$ cat config.mk
export PLATFORM = sky130hd
export DESIGN_NAME = spi_master_byte_shifter_top
export DESIGN_NICKNAME = d
export VERILOG_FILES = /design/src/hw/rtl/spi_mbs_pkg.sv /design/src/hw/rtl/spi_mbs_cfg.sv /design/src/hw/rtl/spi_mbs_engine.sv /design/src/hw/rtl/spi_master_byte_shifter_top.sv
export SDC_FILE = /design/constraint.sdc
export NUM_CORES = 1
export LEC_CHECK = 0
export ABC_CLOCK_PERIOD_IN_PS = 3900
export BUFFER_PORTS_ARGS = -buffer_cell sky130_fd_sc_hd__buf_4
export CAP_MARGIN = 0
export CORE_ASPECT_RATIO = 0.75
export CORE_MARGIN = 1.5
export CORE_UTILIZATION = 58
export DETAILED_ROUTE_END_ITERATION = 6
export GPL_TIMING_DRIVEN = 0
export PLACE_DENSITY = 0.83
export SLEW_MARGIN = 30
export SYNTH_ARGS = -nofsm -noshare
export SYNTH_HDL_FRONTEND = slang
export SYNTH_SLANG_ARGS = --single-unit
$ cat constraint.sdc
create_clock -name aclk -period 3.9 [get_ports aclk]
set_clock_uncertainty 0.05 [all_clocks]
set_input_delay 0 -clock aclk [delete_from_list [all_inputs] [get_ports aclk]]
set_output_delay 0 -clock aclk [all_outputs]
set_load 0.005 [all_outputs]
$ cat src/hw/rtl/spi_mbs_pkg.sv
// Types and constants shared by the SPI master byte shifter modules.
`timescale 1ns / 1ps

package spi_mbs_pkg;

    typedef enum logic [1:0] {
        CMD_NONE    = 2'd0,
        CMD_SELECT  = 2'd1,
        CMD_SHIFT   = 2'd2,
        CMD_RELEASE = 2'd3
    } cmd_t;

    localparam int unsigned CFG_IDX_W  = 2;
    localparam int unsigned CFG_DATA_W = 8;

    localparam logic [CFG_IDX_W-1:0] REG_POLARITY   = 2'd0;
    localparam logic [CFG_IDX_W-1:0] REG_PHASE      = 2'd1;
    localparam logic [CFG_IDX_W-1:0] REG_HALF_TICKS = 2'd2;

    localparam logic [7:0] MSB_MASK       = 8'h80;
    localparam logic [3:0] BITS_PER_BYTE  = 4'd8;
    localparam logic [7:0] HALF_TICKS_RST = 8'd1;

    typedef struct packed {
        logic       polarity;
        logic       phase;
        logic [7:0] half_ticks;
    } cfg_t;

    // Polarity write seen by the engine so an idle SCK follows it at once.
    typedef struct packed {
        logic wr;
        logic level;
    } pol_upd_t;

    typedef struct packed {
        cmd_t       mode;
        logic [7:0] tx_byte;
        logic       drive_out;
        logic       miso;
    } tick_in_t;

    typedef struct packed {
        logic       sck;
        logic       mosi;
        logic       cs_n;
        logic [7:0] rx_byte;
        logic       rx_valid;
        logic       busy_res;
    } tick_res_t;

endpackage

$ cat src/hw/rtl/spi_mbs_cfg.sv
// Configuration registers of the SPI master byte shifter.
`timescale 1ns / 1ps

module spi_mbs_cfg
    import spi_mbs_pkg::*;
(
    input  logic                  aclk,
    input  logic                  aresetn,
    input  logic                  cfg_we,
    input  logic [CFG_IDX_W-1:0]  cfg_index,
    input  logic [CFG_DATA_W-1:0] cfg_wdata,
    output cfg_t                  cfg,
    output pol_upd_t              pol_upd
);

    cfg_t cfg_reg;
    cfg_t cfg_next;

    always_comb begin
        cfg_next = cfg_reg;
        if (cfg_we) begin
            unique case (cfg_index)
                REG_POLARITY:   cfg_next.polarity   = cfg_wdata[0];
                REG_PHASE:      cfg_next.phase      = cfg_wdata[0];
                REG_HALF_TICKS: cfg_next.half_ticks = cfg_wdata[7:0];
                default: ;
            endcase
        end
    end

    always_ff @(posedge aclk) begin
        if (!aresetn) begin
            cfg_reg.polarity   <= 1'b0;
            cfg_reg.phase      <= 1'b0;
            cfg_reg.half_ticks <= HALF_TICKS_RST;
        end else begin
            cfg_reg <= cfg_next;
        end
    end

    assign cfg         = cfg_reg;
    assign pol_upd.wr    = cfg_we && (cfg_index == REG_POLARITY);
    assign pol_upd.level = cfg_wdata[0];

endmodule

$ cat src/hw/rtl/spi_mbs_engine.sv
// Line state and one-tick update logic of the SPI master byte shifter.
`timescale 1ns / 1ps

module spi_mbs_engine
    import spi_mbs_pkg::*;
(
    input  logic      aclk,
    input  logic      aresetn,
    input  logic      step,
    input  tick_in_t  tick_in,
    input  cfg_t      cfg,
    input  pol_upd_t  pol_upd,
    output tick_res_t res
);

    cmd_t       active_reg, active_next;
    logic       clock_level_reg, clock_level_next;
    logic       data_out_reg, data_out_next;
    logic       select_reg, select_next;
    logic [7:0] send_reg, send_next;
    logic [7:0] recv_reg, recv_next;
    logic [3:0] bits_left_reg, bits_left_next;
    logic       second_half_reg, second_half_next;
    logic [7:0] tick_reg, tick_next;
    logic       drive_reg, drive_next;
    logic       valid_next;

    logic [7:0] half_eff;
    logic [7:0] tick_inc;
    logic [3:0] bits_dec;
    logic       half_done;
    logic       last_bit;

    // A half period of zero behaves as one tick.
    assign half_eff  = (cfg.half_ticks == 8'd0) ? 8'd1 : cfg.half_ticks;
    assign tick_inc  = tick_reg + 8'd1;
    assign bits_dec  = bits_left_reg - 4'd1;
    assign half_done = (active_reg == CMD_SHIFT) && (tick_inc >= half_eff);
    assign last_bit  = half_done && second_half_reg && (bits_dec == 4'd0);

    always_comb begin
        active_next = active_reg;
        unique case (active_reg)
            CMD_SHIFT: begin
                if (last_bit) active_next = CMD_NONE;
            end
            CMD_NONE: begin
                if (tick_in.mode == CMD_SHIFT) active_next = CMD_SHIFT;
            end
            default: active_next = CMD_NONE;
        endcase
    end

    always_comb begin
        clock_level_next = clock_level_reg;
        data_out_next    = data_out_reg;
        select_next      = select_reg;
        send_next        = send_reg;
        recv_next        = recv_reg;
        bits_left_next   = bits_left_reg;
        second_half_next = second_half_reg;
        tick_next        = tick_reg;
        drive_next       = drive_reg;
        valid_next       = 1'b0;

        if (active_reg == CMD_SHIFT) begin
            tick_next = tick_inc;
            if (half_done) begin
                tick_next = 8'd0;
                if (!second_half_reg) begin
                    if (!cfg.phase) recv_next = {recv_reg[6:0], tick_in.miso};
                    if (cfg.phase && drive_reg) begin
                        data_out_next = ((send_reg & MSB_MASK) != 8'd0);
                    end
                    clock_level_next = cfg.polarity;
                    second_half_next = 1'b1;
                end else begin
                    if (cfg.phase) recv_next = {recv_reg[6:0], tick_in.miso};
                    send_next        = {send_reg[6:0], 1'b0};
                    bits_left_next   = bits_dec;
                    second_half_next = 1'b0;
                    if (bits_dec == 4'd0) begin
                        valid_next = 1'b1;
                    end else begin
                        // Next bit begins: leading SCK edge, MOSI update in phase 0.
                        if (!cfg.phase && drive_reg) begin
                            data_out_next = ((send_next & MSB_MASK) != 8'd0);
                        end
                        clock_level_next = ~cfg.polarity;
                    end
                end
            end
        end else begin
            case (tick_in.mode)
                CMD_SELECT: begin
                    clock_level_next = cfg.polarity;
                    select_next      = 1'b0;
                end
                CMD_RELEASE: begin
                    select_next = 1'b1;
                end
                CMD_SHIFT: begin
                    send_next      = tick_in.tx_byte;
                    drive_next     = tick_in.drive_out;
                    bits_left_next = BITS_PER_BYTE;
                    if (!cfg.phase && tick_in.drive_out) begin
                        data_out_next = ((tick_in.tx_byte & MSB_MASK) != 8'd0);
                    end
                    clock_level_next = ~cfg.polarity;
                    second_half_next = 1'b0;
                    tick_next        = 8'd0;
                end
                default: ;
            endcase
        end
    end

    always_ff @(posedge aclk) begin
        if (!aresetn) begin
            active_reg      <= CMD_NONE;
            clock_level_reg <= 1'b0;
            data_out_reg    <= 1'b0;
            select_reg      <= 1'b1;
            send_reg        <= 8'd0;
            recv_reg        <= 8'd0;
            bits_left_reg   <= 4'd0;
            second_half_reg <= 1'b0;
            tick_reg        <= 8'd0;
            drive_reg       <= 1'b0;
        end else if (step) begin
            active_reg      <= active_next;
            clock_level_reg <= clock_level_next;
            data_out_reg    <= data_out_next;
            select_reg      <= select_next;
            send_reg        <= send_next;
            recv_reg        <= recv_next;
            bits_left_reg   <= bits_left_next;
            second_half_reg <= second_half_next;
            tick_reg        <= tick_next;
            drive_reg       <= drive_next;
        end else if (pol_upd.wr && (active_reg == CMD_NONE)) begin
            clock_level_reg <= pol_upd.level;
        end
    end

    // The result shows the line levels after this tick.
    assign res.sck      = clock_level_next;
    assign res.mosi     = data_out_next;
    assign res.cs_n     = select_next;
    assign res.rx_byte  = recv_next;
    assign res.rx_valid = valid_next;
    assign res.busy_res = (active_next != CMD_NONE);

endmodule

$ cat src/hw/rtl/spi_master_byte_shifter_top.sv
// Top level of the pin-level SPI master byte shifter, modes 0 to 3.
//
//   Channel | Direction | Handshake           | Payload
//   s_      | in        | s_valid / s_ready   | mode, tx_byte, drive_out, miso (one tick)
//   m_      | out       | m_valid / m_ready   | sck, mosi, cs_n, rx_byte, rx_valid, busy_res
//   cfg_    | in        | cfg_we (no wait)    | cfg_index, cfg_wdata
//
// Each transfer in is one tick and yields one transfer out, by way of an input register,
// the update logic, then the result register.
// One transfer is taken every cycle while the result side keeps up; a stalled
// result register holds its transfer and stops the input register behind it.
// Reset is synchronous and active low and leaves chip select released.
`timescale 1ns / 1ps

module spi_master_byte_shifter_top
    import spi_mbs_pkg::*;
(
    input  logic                  aclk,
    input  logic                  aresetn,
    input  logic                  s_valid,
    output logic                  s_ready,
    input  logic [1:0]            s_mode,
    input  logic [7:0]            s_tx_byte,
    input  logic                  s_drive_out,
    input  logic                  s_miso,
    output logic                  m_valid,
    input  logic                  m_ready,
    output logic                  m_sck,
    output logic                  m_mosi,
    output logic                  m_cs_n,
    output logic [7:0]            m_rx_byte,
    output logic                  m_rx_valid,
    output logic                  m_busy_res,
    input  logic                  cfg_we,
    input  logic [CFG_IDX_W-1:0]  cfg_index,
    input  logic [CFG_DATA_W-1:0] cfg_wdata
);

    logic      in_valid_reg;
    tick_in_t  in_reg;
    logic      out_valid_reg;
    tick_res_t out_reg;
    logic      step;
    cfg_t      cfg;
    pol_upd_t  pol_upd;
    tick_res_t res;

    // A tick is processed when the result register is empty or being drained.
    assign step    = in_valid_reg && (!out_valid_reg || m_ready);
    assign s_ready = !in_valid_reg || step;

    always_ff @(posedge aclk) begin
        if (!aresetn) begin
            in_valid_reg <= 1'b0;
        end else if (s_ready) begin
            in_valid_reg <= s_valid;
        end
    end

    always_ff @(posedge aclk) begin
        if (s_ready && s_valid) begin
            in_reg.mode      <= cmd_t'(s_mode);
            in_reg.tx_byte   <= s_tx_byte;
            in_reg.drive_out <= s_drive_out;
            in_reg.miso      <= s_miso;
        end
    end

    spi_mbs_cfg u_cfg (
        .aclk      (aclk),
        .aresetn   (aresetn),
        .cfg_we    (cfg_we),
        .cfg_index (cfg_index),
        .cfg_wdata (cfg_wdata),
        .cfg       (cfg),
        .pol_upd   (pol_upd)
    );

    spi_mbs_engine u_engine (
        .aclk    (aclk),
        .aresetn (aresetn),
        .step    (step),
        .tick_in (in_reg),
        .cfg     (cfg),
        .pol_upd (pol_upd),
        .res     (res)
    );

    always_ff @(posedge aclk) begin
        if (!aresetn) begin
            out_valid_reg <= 1'b0;
        end else if (step) begin
            out_valid_reg <= 1'b1;
        end else if (m_ready) begin
            out_valid_reg <= 1'b0;
        end
    end

    always_ff @(posedge aclk) begin
        if (step) begin
            out_reg <= res;
        end
    end

    assign m_valid    = out_valid_reg;
    assign m_sck      = out_reg.sck;
    assign m_mosi     = out_reg.mosi;
    assign m_cs_n     = out_reg.cs_n;
    assign m_rx_byte  = out_reg.rx_byte;
    assign m_rx_valid = out_reg.rx_valid;
    assign m_busy_res = out_reg.busy_res;

endmodule

# Word level (Yosys, flattened, before mapping)
# Index checks and enable logic that the tools add are counted.
[word_totals]
ff_bits = 72
input_bits = 27
out_inout_bits = 15
word_cells = 113
[classes]
n_addsub = 2
muxes = 44
eq_ne = 8
bitwise = 2
reduce_logical = 31
magnitude_cmp = 1
[ops]
columns = ["op", "n"]
rows = [
  ["two-way mux 8 bit", 13],
  ["two-way mux 1 bit", 22],
  ["two-way mux 4 bit", 4],
  ["logical AND 1 bit", 10],
  ["AND reduction 3 bit", 3],
  ["adder 8 x 1 -> 8 bit, second input constant", 1],
  ["== test 2 bit, second input constant", 4],
  ["greater-or-equal comparator 8 bit", 1],
  ["zero test 8 bit", 1],
  ["AND reduction 2 bit", 4],
  ["nonzero test 2 bit", 4],
  ["== test 2 x 1 -> 1 bit, second input constant", 2],
  ["zero test 2 bit", 2],
  ["zero test 4 bit", 1],
  ["two-way mux 2 bit", 2],
  ["inequality test 2 x 1 -> 1 bit, second input constant", 2],
  ["case mux 1 bit (2 select lines)", 2],
  ["case mux 2 bit (2 select lines)", 1],
  ["AND reduction 4 bit", 1],
  ["subtractor 4 x 1 -> 4 bit, second input constant", 1],
  ["zero test 1 bit", 3],
  ["logical OR 1 bit", 2],
  ["inverter 1 bit", 2],
]

# Logic depth before layout (Yosys ltp)
[depth]
depth_word = 9
ltp_mapped = 13
mapped_depth_nobuf = 11

# Cells and area by module
# Synthesis repeated with hierarchy kept, for this count alone.
[hier_totals]
hier_cells = 345
area_unflattened_um2 = 3524.6
[modules_own_cells]
columns = ["module", "cells_each", "instances", "area_per_inst_um2"]
rows = [
  ["spi_mbs_engine", 265, 1, 2230.9],
  ["spi_master_byte_shifter_top", 34, 1, 854.6],
  ["spi_mbs_cfg", 46, 1, 439.2],
]

# Worst setup path after synthesis
# Ideal clock, no wire load.
[synth_timing]
path_kind = "reg2reg"
from = "register u_engine.tick_reg[2]"
to = "register out_reg, in the netlist m_rx_byte[0] (data pin)"
setup_ns = 0.260
stages_incl_launch_ff = 11
t_arrival_ns = 2.479
setup_slack_ns = 1.111
path_buffers = 1
synth_period_minus_slack_ns = 2.789
path_cell_list = "dfxtp_1 -> nand3_1 -> nor2_1 -> nand3_1 -> xnor2_1 -> ha_1 -> nand4_1 -> o31ai_4 -> and3_1 -> buf_6 -> mux2_2"
[synth_lines]
columns = ["item", "line_no", "source"]
rows = [
  ["from (decl)", "spi_mbs_engine.sv:24", "logic [7:0] tick_reg, tick_next;"],
  ["from (signal assigned)", "spi_mbs_engine.sv:139", "tick_reg <= tick_next;"],
  ["to (signal assigned)", "spi_master_byte_shifter_top.sv:101", "out_reg <= res;"],
  ["to (decl)", "spi_master_byte_shifter_top.sv:42", "tick_res_t out_reg;"],
]

==> out/metrics.cfg <==
[global_route]
grt_pass1_vias = 2733
grt_pass1_wl_um = 12600
overflow = 0
grt_max_degree = 23
track_usage = 0.254
antenna_found_initial = 0

[floorplanning]
rows = 24
die_w_um = 92.2
fp.dieH_um = 69.9
die-area_mm2 = 0.00645
io_pins = 42
core_area_mm2 = 0.00580
floorplan.initialDensity = 0.598

[critical_path]
critPathTopFamily = simple AND/OR/NAND/NOR gates
path_buf_inv = 1
crit_slowest_cell = dfxtp_1
required_ns = 3.96
worstPathCellList = nand3_1 > nor2_1 > nand3_1 > xnor2_1 > ha_1 > nand4_1 > o31ai_4 > and3_1 > buf_6 > mux2_2
worstReg2RegStart = u_engine.tick_reg[0]$_SDFFE_PN0P_
path_common_cell = nand3_1
setup.worst_path.start = u_engine.tick_reg[0]$_SDFFE_PN0P_
path_class = reg2reg
cp_slowest_stage_delay_ns = 0.44
startpoint_type = flop
cp-end-kind = flop
cp_max_fo = 9
arrival_ns = 3.20

[power_and_ir_drop]
p_leak_nw = 1.82
power.density_mw_per_mm2 = 377
peakVddDrop_uv = 281
total_power_w = 0.00164

[sta]
period_minus_slack_ns = 3.14
hold_viol_final = 0
tns_ns = 0
slew_viol_final = 0
finalSetupViolCount = 0
period_share = 0.806
max_slew_margin = 0.581
holdWs_ns = 0.0474
rsz0062_at_grt = no
tightest_slew_ns = 0.629
fmaxAchievable_mhz = 318

[synth]
yosysTopAreaCell = dfxtp_1
synth_edf_count = 25
synth_top_area_frac = 0.272
syn_inst = 340
syn_area_mm2 = 0.00346
synthMostInstantiatedCell = dfxtp_1
seq_area_frac_synth = 0.488
synth_commonest_cells = dfxtp_1, nand2_1, edfxtp_1
synthDistinctLibCells = 51
synth_area_leaders = dfxtp_1, edfxtp_1, mux2i_1
yosysWarningCount = 0
synth_ff_type = dfxtp_1
synth-async-reset-ratio = 0
ys_ff_latch = 72
syn_area_per_cell_um2 = 10.2
synth_nets = 380

[hold_path]
worstHoldPathType = in2reg
worst_hold_startpoint = cfg_we

[drt]
ant_nets = 0
drt-met1-wl_um = 3260
avgRoutedWirePerCell_um = 14.6
drc = 0
first_iter_violations = 195
vias = 2774
first_pass_iters = 6
drt-total-wl_um = 7290
via_per_inst = 5.54
wl_met3_um = 424
wl_met2_um = 3470
highest-signal-layer = met4

[cells_and_area]
syn_to_final_growth_pct = 25.8
final_layout_size_suffix_gt1_frac = 0.191
final_area_mm2 = 0.00436
antenna_cells = 0
largest_register_ff_count = 12
nets = 458

[cts]
cts_sinks = 72
cts_buffers = 9
clockRootBuffer = clkbuf_8
post_cts.repair.setup_buffers = 0
cts.clk_slew.worst_paths_ns = 0.08
clockBufferDepth = 2
holdBufCountCts = 25
ctsResizeCount = 0
htreeDepth = 3
cts_tree = done
worstSkewPairLatency_ns = 0.36

[placement]
numPortBuffers = 41
place_hpwl_um = 4940
placed_area_mm2 = 0.00387
gp_congestion = 0.807

[run_status]
status = finished clean

[run]
drv_cap = 0

power by group:
| part | switching [W] | total [W] | internal, W |
|---|---|---|---|
| clock network | 0.000304 | 0.000671 | 0.000366 |
| logic | 0.0000744 | 0.000155 | 0.0000802 |
| registers | 0.0000149 | 0.000817 | 0.000803 |
| total | 0.000393 | 0.00164 | 0.00125 |
cell type report:
type | count | area (um2)
flip-flops and latches | 72 | 1690
multi-input cells | 237 | 1630
fillers | 404 | 1440
repair buffers | 67 | 568
clock buffers | 9 | 124
clock inverters | 7 | 103
well taps | 78 | 97.6
plain buffers | 13 | 70.1
inverters | 18 | 67.6
kinds of logic (layout without fill, tap and decap cells):
| logic type | Yosys count | after routing | synth area share |
|---|---|---|---|
| AND/OR/NAND/NOR | 118 | 118 | 0.168 |
| flip-flops | 72 | 72 | 0.488 |
| AO/OA/AOI/OAI | 63 | 63 | 0.133 |
| multiplexers | 31 | 31 | 0.0932 |
| XOR/XNOR | 12 | 12 | 0.0303 |
| adder cells (fa/ha/maj) | 13 | 13 | 0.0470 |
| buffers and inverters | 31 | 114 | 0.0397 |
tightest hold or removal path: cells and delay by family:
| kind | cells | cell delay (ns) |
|---|---|---|
| and+or+nand+nor | 3 | 0.16 |
| muxes | 1 | 0.13 |
| buffers and inverters | 1 | 0.12 |
routing by layer:
metal | global-route usage | vias up
li1 | - | 1383
met5 | 0 | -
met4 | 0.101 | 0
met1 | 0.315 | 1287
met3 | 0.0610 | 19
met2 | 0.426 | 85
through the flow:
step / cells / setup WS (ns) / util
final: 501 / 0.759 / 0.752
after floorplan: 340 / 1.11 / -
after global placement: 459 / 0.812 / 0.668
after CTS: 500 / 0.767 / 0.750
after detailed placement: 459 / 0.793 / 0.668
after global routing: 501 / 0.540 / 0.752
worst paths after layout:
path,endpoint,slack (ns),cells after the start
worst max-delay path,m_rx_byte[3]$_DFFE_PP_,0.76,10
worst min-delay path,u_cfg.cfg[8]$_SDFFE_PN0P_,0.05,5
worst max register to register,m_rx_byte[3]$_DFFE_PP_,0.76,10
worst min register to register,u_engine.select_reg$_SDFFE_PN1P_,0.43,2
layout by cell type, fill, tap and decap left out, types with 4 or more instances in the layout:
master,count
o21a_1,4
xnor2_1,5
ha_1,13
nor2b_1,12
mux2i_1,21
o211a_1,9
clkbuf_1,6
dlygate4sd3_1,26
o21ai_0,15
buf_4,42
a21oi_1,12
nand2_1,43
nand3_1,16
nor2_1,19
edfxtp_1,25
mux2_2,10
xor2_1,7
clkbuf_8,9
inv_1,17
dfxtp_1,47
nand4_1,4
No activity file was read; power rests on OpenSTA's default activity.
